File: src/rtl/bsr_pkg.sv
// Package for the byte stream reassembler: payload structs, ring entry type,
// sequencer state type and operation codes.
// No dependencies; every other file of the block refers to it by scoped names.
package bsr_pkg;

	// Operation codes carried in the operation field of an input item.
	localparam logic OP_PUSH = 1'b0;
	localparam logic OP_PULL = 1'b1;

	// Width of the unassembled count field of a result item.
	localparam int unsigned COUNT_W = 11;

	typedef struct packed {
		logic        operation;
		logic [31:0] stream_index;
		logic [7:0]  data_byte;
		logic        has_byte;
		logic        end_of_stream;
	} bsr_in_t;

	typedef struct packed {
		logic               out_valid;
		logic [7:0]         out_byte;
		logic               stream_ended;
		logic [COUNT_W-1:0] unassembled_count;
	} bsr_out_t;

	// One ring entry: the held flag sits beside the stored byte.
	typedef struct packed {
		logic       held;
		logic [7:0] value;
	} bsr_entry_t;

	// Result handed from the sequencer to the output register.
	typedef struct packed {
		logic     load;
		bsr_out_t item;
	} bsr_ret_t;

	typedef enum logic [2:0] {
		ST_CLEAR,
		ST_IDLE,
		ST_EVAL,
		ST_STORE,
		ST_WALK,
		ST_PULL
	} bsr_state_t;

endpackage

File: src/rtl/bsr_ctrl.sv
// Sequencer of the reassembler: stream indices, window checks, ring
// read-modify-write, contiguous-run walk and clearing pass.
// Uses bsr_pkg; drives the port of bsr_ring_mem.
module bsr_ctrl #(
	parameter int unsigned CAPACITY = 1024,
	parameter int unsigned AW       = 10
) (
	input  logic                clk,
	input  logic                arst_n,
	input  logic                in_valid,
	output logic                in_ready,
	input  bsr_pkg::bsr_in_t    in_item,
	input  logic                out_free,
	output bsr_pkg::bsr_ret_t   ret,
	output logic                we,
	output logic [AW-1:0]       waddr,
	output bsr_pkg::bsr_entry_t wdata,
	output logic [AW-1:0]       raddr,
	input  bsr_pkg::bsr_entry_t rdata
);

	localparam int unsigned PW        = $clog2(CAPACITY + 1);
	localparam logic [AW:0]   CAP_W     = (AW + 1)'(CAPACITY);
	localparam logic [AW-1:0] LAST_SLOT = AW'(CAPACITY - 1);
	localparam logic [32:0]   CAP_X     = 33'(CAPACITY);

	bsr_pkg::bsr_state_t state_q, state_d;
	bsr_pkg::bsr_in_t    item_q, item_d;
	logic [31:0]   asm_q, asm_d;
	logic [31:0]   read_q, read_d;
	logic          eof_seen_q, eof_seen_d;
	logic [31:0]   eof_pos_q, eof_pos_d;
	logic [PW-1:0] pend_q, pend_d;
	logic [AW-1:0] asm_slot_q, asm_slot_d;
	logic [AW-1:0] read_slot_q, read_slot_d;
	logic [AW-1:0] slot_q, slot_d;
	logic [AW-1:0] clr_q, clr_d;

	// Window evaluation of the held push item.
	logic [31:0]   first;
	logic [32:0]   bound, seg_end;
	logic          keep, eof_rec, store, at_asm;
	logic [AW-1:0] off, slot_calc, asm_slot_inc, read_slot_inc;
	logic [AW:0]   slot_sum;
	logic [31:0]   pend_ext;

	always_comb begin
		bound    = {1'b0, read_q} + CAP_X;
		seg_end  = {1'b0, item_q.stream_index} + {32'd0, item_q.has_byte};
		first    = (item_q.stream_index > asm_q) ? item_q.stream_index : asm_q;
		keep     = ({1'b0, first} < bound) && ({1'b0, first} <= seg_end);
		eof_rec  = keep && item_q.end_of_stream && (seg_end <= bound);
		store    = keep && item_q.has_byte && (item_q.stream_index >= asm_q);
		at_asm   = item_q.stream_index == asm_q;
		// A stored position lies less than CAPACITY past the read index, so its
		// slot is the read slot plus the low bits of the distance, wrapped once.
		off      = item_q.stream_index[AW-1:0] - read_q[AW-1:0];
		slot_sum = {1'b0, read_slot_q} + {1'b0, off};
		slot_calc = (slot_sum >= CAP_W) ? AW'(slot_sum - CAP_W) : slot_sum[AW-1:0];
		asm_slot_inc  = (asm_slot_q == LAST_SLOT) ? '0 : asm_slot_q + 1'b1;
		read_slot_inc = (read_slot_q == LAST_SLOT) ? '0 : read_slot_q + 1'b1;
	end

	always_comb begin
		state_d     = state_q;
		item_d      = item_q;
		asm_d       = asm_q;
		read_d      = read_q;
		eof_seen_d  = eof_seen_q;
		eof_pos_d   = eof_pos_q;
		pend_d      = pend_q;
		asm_slot_d  = asm_slot_q;
		read_slot_d = read_slot_q;
		slot_d      = slot_q;
		clr_d       = clr_q;
		in_ready    = 1'b0;
		we          = 1'b0;
		waddr       = asm_slot_q;
		wdata       = '0;
		raddr       = read_slot_q;
		ret         = '0;

		unique case (state_q)
			bsr_pkg::ST_CLEAR: begin
				we    = 1'b1;
				waddr = clr_q;
				clr_d = clr_q + 1'b1;
				if (clr_q == LAST_SLOT) begin
					state_d = bsr_pkg::ST_IDLE;
				end
			end
			bsr_pkg::ST_IDLE: begin
				in_ready = 1'b1;
				if (in_valid) begin
					item_d  = in_item;
					state_d = (in_item.operation == bsr_pkg::OP_PULL) ?
						bsr_pkg::ST_PULL : bsr_pkg::ST_EVAL;
				end
			end
			bsr_pkg::ST_EVAL: begin
				raddr = at_asm ? asm_slot_inc : slot_calc;
				if (eof_rec && (store || out_free)) begin
					eof_seen_d = 1'b1;
					eof_pos_d  = seg_end[31:0];
				end
				if (store && at_asm) begin
					// The byte closes the gap: it is assembled at once.
					we         = 1'b1;
					waddr      = asm_slot_q;
					wdata      = '{held: 1'b0, value: item_q.data_byte};
					asm_d      = asm_q + 32'd1;
					asm_slot_d = asm_slot_inc;
					state_d    = bsr_pkg::ST_WALK;
				end else if (store) begin
					slot_d  = slot_calc;
					state_d = bsr_pkg::ST_STORE;
				end else if (out_free) begin
					ret.load = 1'b1;
					state_d  = bsr_pkg::ST_IDLE;
				end
			end
			bsr_pkg::ST_STORE: begin
				raddr = slot_q;
				if (out_free) begin
					if (!rdata.held) begin
						we     = 1'b1;
						waddr  = slot_q;
						wdata  = '{held: 1'b1, value: item_q.data_byte};
						pend_d = pend_q + PW'(1);
					end
					ret.load = 1'b1;
					state_d  = bsr_pkg::ST_IDLE;
				end
			end
			bsr_pkg::ST_WALK: begin
				if (rdata.held) begin
					we         = 1'b1;
					waddr      = asm_slot_q;
					wdata      = '{held: 1'b0, value: rdata.value};
					asm_d      = asm_q + 32'd1;
					asm_slot_d = asm_slot_inc;
					raddr      = asm_slot_inc;
					if (pend_q != '0) begin
						pend_d = pend_q - PW'(1);
					end
				end else begin
					raddr = asm_slot_q;
					if (out_free) begin
						ret.load = 1'b1;
						state_d  = bsr_pkg::ST_IDLE;
					end
				end
			end
			bsr_pkg::ST_PULL: begin
				raddr = read_slot_q;
				if (out_free) begin
					if (read_q != asm_q) begin
						ret.item.out_valid = 1'b1;
						ret.item.out_byte  = rdata.value;
						read_d      = read_q + 32'd1;
						read_slot_d = read_slot_inc;
					end
					ret.load = 1'b1;
					state_d  = bsr_pkg::ST_IDLE;
				end
			end
			default: begin
				state_d = bsr_pkg::ST_IDLE;
			end
		endcase

		pend_ext = 32'(pend_d);
		ret.item.stream_ended = eof_seen_d && (asm_d == eof_pos_d) && (read_d == asm_d);
		ret.item.unassembled_count = pend_ext[bsr_pkg::COUNT_W-1:0];
	end

	always_ff @(posedge clk or negedge arst_n) begin
		if (!arst_n) begin
			state_q     <= bsr_pkg::ST_CLEAR;
			asm_q       <= '0;
			read_q      <= '0;
			eof_seen_q  <= 1'b0;
			eof_pos_q   <= '0;
			pend_q      <= '0;
			asm_slot_q  <= '0;
			read_slot_q <= '0;
			clr_q       <= '0;
		end else begin
			state_q     <= state_d;
			asm_q       <= asm_d;
			read_q      <= read_d;
			eof_seen_q  <= eof_seen_d;
			eof_pos_q   <= eof_pos_d;
			pend_q      <= pend_d;
			asm_slot_q  <= asm_slot_d;
			read_slot_q <= read_slot_d;
			clr_q       <= clr_d;
		end
	end

	always_ff @(posedge clk) begin
		item_q <= item_d;
		slot_q <= slot_d;
	end

endmodule

File: config.mk
export PLATFORM = sky130hd
export DESIGN_NAME = bsr_ctrl
export DESIGN_NICKNAME = d
export VERILOG_FILES = /design/src/rtl/bsr_pkg.sv /design/src/rtl/bsr_ctrl.sv
export SDC_FILE = /design/constraint.sdc
export NUM_CORES = 1
export LEC_CHECK = 0
export ABC_CLOCK_PERIOD_IN_PS = 9300
export BUFFER_PORTS_ARGS = -buffer_cell sky130_fd_sc_hd__buf_2
export CAP_MARGIN = 40
export CORE_MARGIN = 10
export CORE_UTILIZATION = 30
export DETAILED_ROUTE_END_ITERATION = 7
export GPL_ROUTABILITY_DRIVEN = 0
export REMOVE_ABC_BUFFERS = 1
export SLEW_MARGIN = 20
export SYNTH_ARGS = -nofsm -noshare
export SYNTH_HDL_FRONTEND = slang
export SYNTH_SLANG_ARGS = --single-unit
File: constraint.sdc
create_clock -name clk -period 9.3 [get_ports clk]
set_clock_uncertainty 0.15 [all_clocks]
set_input_delay 1.395 -clock clk [delete_from_list [all_inputs] [get_ports clk]]
set_output_delay 1.395 -clock clk [all_outputs]
set_load 0.02 [all_outputs]
After elaboration in Yosys (flattened, before gate mapping)
Cells that the tools add are included.
{"block": "op_classes", "add_sub_neg": 12, "n_lt_le_gt_ge": 6, "eq_ne": 16, "mux": 54, "bitwise": 1, "n_reduce_logical": 19}
{"operator": "32-bit 2-to-1 mux", "count": 8}
{"operator": "32-bit == test", "count": 3}
{"operator": "10-bit 2-to-1 mux", "count": 9}
{"operator": "32-bit by 1-bit adder with 32-bit output (second input constant)", "count": 2}
{"operator": "32-bit one-hot mux with 2 select lines", "count": 1}
{"operator": "11-bit 2-to-1 mux", "count": 4}
{"operator": "10-bit one-hot mux with 2 select lines", "count": 2}
{"operator": "9-bit 2-to-1 mux", "count": 4}
{"operator": "32-bit by 1-bit adder with 33-bit output", "count": 1}
{"operator": "32-bit by 11-bit adder with 33-bit output (second input constant)", "count": 1}
{"operator": "32-bit by 33-bit <= comparator with 1-bit output", "count": 1}
{"operator": "33-bit <= comparator", "count": 1}
{"operator": "32-bit by 33-bit < comparator with 1-bit output", "count": 1}
{"operator": "32-bit >= comparator", "count": 1}
{"operator": "32-bit greater-than comparator", "count": 1}
{"operator": "32-bit != test", "count": 1}
{"operator": "10-bit by 1-bit adder with 10-bit output (second input constant)", "count": 3}
{"operator": "10-bit == test (second input constant)", "count": 3}
{"operator": "10-bit one-hot mux with 3 select lines", "count": 1}
{"operator": "9-bit one-hot mux with 3 select lines", "count": 1}
{"operator": "11-bit one-hot mux with 2 select lines", "count": 1}
{"operator": "3-bit 2-to-1 mux", "count": 7}
{"operator": "8-bit 2-to-1 mux", "count": 2}
{"operator": "3-bit one-hot mux with 5 select lines", "count": 1}
{"operator": "21 further kinds", "count": 48}
{"block": "word_totals", "reg_bits": 193, "input_bits": 56, "out_inout_bits": 53, "word_cells": 122}

Depth between registers and ports, before layout
{"block": "logic_depth", "word_depth": 13, "ltp_mapped": 26, "depth_no_buf": 22}

Worst setup path after synthesis
No wires, ideal clock.
{"block": "synth_path", "kind": "register -> output", "from": "reg asm_q[13]", "to": "out ret[11] (netlist name)", "arrival_time_ns": 6.730, "required_time_ns": 7.755, "slack_ns": 1.025, "path_stages_with_launch": 26, "path_buffers": 4, "cell_sequence": "dfrtp_1 > clkbuf_1 > inv_1 > ha_1 > nand4_1 > nor2_1 > a221o_1 > o31a_1 > o21ai_1 > clkbuf_1 > mux2_2 > ha_1 > nand4_1 > or4_1 > nor4_1 > nor3_2 > o31a_4 > or4b_1 > buf_4 > buf_6 > a2111oi_0 > mux2i_1 > nor2_1 > nor4_1 > o2111a_1 > and4_1"}
{"element": "start: declaration", "line_no": "bsr_ctrl.sv:29", "source": "logic [31:0] asm_q, asm_d;"}
{"element": "start signal: assignment", "line_no": "bsr_ctrl.sv:190", "source": "asm_q <= asm_d;"}
{"element": "end: declaration", "line_no": "bsr_ctrl.sv:14", "source": "output bsr_pkg::bsr_ret_t ret,"}

==> flow_metrics.env <==
export IMPL_cts_htree_levels=4
export IMPL_p_sw_mw=1.323
export IMPL_netlist_area_leader_share_pct=22.48
export IMPL_die_height_um=248.7
export IMPL_drc_errors=0
export IMPL_holdPathStages=1
export IMPL_yosys_area_top_type="dfrtp_1"
export IMPL_antenna_found_initial=1
export IMPL_power_internal_mw=1.920
export IMPL_path_common_cell="buf_4"
export IMPL_seqPwrFrac_pct=34.9
export IMPL_ys_async_sr_fraction_pct=73.06
export IMPL_ys_top_cells_by_area="dfrtp_1 (22%), ha_1 (12%), edfxtp_1 (9.9%), xnor2_1 (6.5%), xor2_1 (4.2%)"
export IMPL_slew_headroom_pct=44.10
export IMPL_synth_compound_area_share_pct=15.06
export IMPL_crit_type="reg2out"
export IMPL_syn_area_sq_um=15700
export IMPL_yosys_most_used_dff="dfrtp_1"
export IMPL_yosysMostFrequentCell="ha_1"
export IMPL_track_usage_pct=17.79
export IMPL_timing_hold_ws_ns=0.3206
export IMPL_cts_tree="yes"
export IMPL_dp_hpwl_um=44760
export IMPL_setup_violations=0
export IMPL_switching_share_pct=40.80
export IMPL_cts_buffers=17
export IMPL_synthTopCellsByCount="ha_1 (156), nand2_1 (149), dfrtp_1 (141)"
export IMPL_wl_met3_um=5166
export IMPL_synth_fa_ha_area_share_pct=12.69
export IMPL_p_total_mw=3.243
export IMPL_status="completed"
export IMPL_wl_met2_um=25440
export IMPL_vias=14256
export IMPL_ys_seq_elements=193
export IMPL_path_depth=26
export IMPL_cts_path_max_buffers=2
export IMPL_wl_met1_um=24020
export IMPL_drtPass1Iterations=5
export IMPL_rows=83
export IMPL_static_leakage_power_nw=8.205
export IMPL_r2r_setup_slack_ns=2.91
export IMPL_final_hold_violation_count=0
export IMPL_drt_iter0_drc=1392
export IMPL_drt_vias_per_instance=5.496
export IMPL_postSynthCellCount=1732
export IMPL_boundaryPins=109
export IMPL_finalCriticalPeriod_ns=9.129
export IMPL_synth_edf_count=52
export IMPL_wl_per_cell_um=21.92
export IMPL_synth_simple_area_share_pct=19.24
export IMPL_nets=2115
export IMPL_dp_cells=2546
export IMPL_routed_wl_um=56870
export IMPL_yosysWarnings=0
export IMPL_max_slew_worst_pin_slew_ns=0.8365
export IMPL_antenna_cells=0
export IMPL_top_layer="met4"
export IMPL_port_buffer_count=108
export IMPL_synth_top_family_by_area="simple AND/OR/NAND/NOR gates"
export IMPL_grt_pass1_vias=14006
export IMPL_grt_max_degree=56
export IMPL_p_clk_share_pct=24.1
export IMPL_die_area_sq_um=61870
export IMPL_ys_types=86
export IMPL_area_delta_synth_final_pct=17.90
export IMPL_place_area_sq_um=17600
export IMPL_maxCapViolCount=0
export IMPL_hold_class="reg2reg"
export IMPL_path_delay_family="compound AO/OA/AOI/OAI gates"
export IMPL_clock_sinks=193
export IMPL_yosysSeqAreaShare_pct=32.42
export IMPL_core_area_sq_um=51610
export IMPL_crit_path_max_incr_delay_ns=0.61
export IMPL_arrival_ns=7.58
export IMPL_synthXorXnorAreaFrac_pct=10.94
export IMPL_setup_tns_ns=0
export IMPL_worstSetupEndpointType="output port"
export IMPL_p_per_area_nw_per_um2=175.2
export IMPL_crit_path_top_delay_cell="or4_4"
export IMPL_syn_avg_cell_area_sq_um=9.063
export IMPL_synthMuxAreaShare_pct=4.671
export IMPL_ant_nets=0
export IMPL_path_buf_inv=6
export IMPL_fin_area_sq_um=18510
export IMPL_slew_violations=0
export IMPL_p_comb_share_pct=41.0
export IMPL_clk_latency_ns=0.51
export IMPL_grt_pass1_wl_um=85200
export IMPL_clk_pin_slew_ns=0.08
export IMPL_max_freq_ghz=0.1095
export IMPL_worst_setup_path_start_kind="flop"
export IMPL_die_w_um=248.7
export IMPL_fin_cells=2594
export IMPL_finalCritPeriodShare_pct=98.16
export IMPL_reg2reg_depth=22
export IMPL_root_buffer="clkbuf_16"
export IMPL_ir_drop_mv=0.1495
export IMPL_drive_gt1_share_pct=17.97
export IMPL_path_max_fanout=9
export IMPL_crit_required_ns=7.76
export IMPL_initial_core_util_pct=30.41
export IMPL_overflow=0
-- metrics by stage --
step / setup WS (ns) / utilization (%)
final: 0.1709 / 35.86
after global routing: -0.01612 / 35.86
after detailed placement: 0.03848 / 34.11
after global placement: 0.02948 / 34.04
after CTS: 0.001503 / 35.41
after floorplan: -1.162 / -
-- final cells by class --
type	instances	area [sq um]
Inverter	135	506.7
Timing Repair Buffer	218	1444
Multi-Input combinational cell	1336	10010
Sequential cell	193	5096
Tap cell	680	850.8
Clock buffer	19	454.2
Fill cell	5204	33110
Clock inverter	13	141.4
-- power by group through the flow --
stage | sequential [mW] | combinational, mW | clock [mW]
finish | 1.13 | 1.33 | 0.782
global route | 1.15 | 1.46 | 0.830
CTS | 1.13 | 1.30 | 0.807
detailed placement | 1.14 | 1.28 | 0
global placement | 1.14 | 1.25 | 0
floorplan | 1.11 | 0.852 | 0
-- layer usage --
layer  vias up  global-route usage [%]
li1       6630                       -
met2       671                   27.06
met1      6848                   23.22
met3       107                   4.458
met4         0                   8.301
met5         -                       0
-- placed cells by master (no fill, tap or decap), types with 19 or more instances in the layout --
| cell type | instances |
|---|---|
| nand3_1 | 61 |
| dfrtp_1 | 136 |
| a22oi_1 | 19 |
| buf_2 | 106 |
| buf_4 | 106 |
| nor2_1 | 93 |
| nor4_1 | 33 |
| mux2i_1 | 26 |
| nor3_1 | 30 |
| a21oi_1 | 88 |
| and3_1 | 38 |
| a21o_1 | 19 |
| inv_1 | 135 |
| ha_1 | 156 |
| and2_1 | 20 |
| mux2_2 | 42 |
| xor2_1 | 75 |
| nand2_1 | 149 |
| nand4_1 | 54 |
| o21ai_0 | 56 |
| edfxtp_1 | 52 |
| xnor2_1 | 114 |
-- cells by family after synthesis --
logic type / count (synthesis)
adder cells (fa/ha/maj): 158
multiplexers: 68
XOR/XNOR: 193
buffers and inverters: 203
flip-flops: 193
AO/OA/AOI/OAI: 338
AND/OR/NAND/NOR: 579
-- flip-flops by register name, summed over array words and instances (netlist names) --
| register | flops |
|---|---|
| asm_q | 32 |
| eof_pos_q | 32 |
| read_q | 32 |
| item_q | 42 |
| read_slot_q | 10 |
| asm_slot_q | 10 |
| pend_q | 11 |
| state_q | 3 |
| clr_q | 10 |
| eof_seen_q | 1 |
| slot_q | 10 |
-- worst paths after layout --
path	start	end
min reg2reg	eof_seen_q	eof_seen_q
max in group asynchronous	arst_n	asm_q[30]
max reg2reg	asm_q[5]	asm_q[9]
min in group asynchronous	arst_n	clr_q[6]
min	eof_seen_q	eof_seen_q
max	asm_q[5]	ret[11]
-- what timing repair did --
action | CTS | global route
setup buffers | 4 | 11
resized for setup | 7 | 28
endpoints found under the setup margin | 1 | 1
pin swaps | 1 | 13
gates cloned | 0 | 0
hold buffers | 0 | 0
No activity file was read; power rests on OpenSTA's default activity.
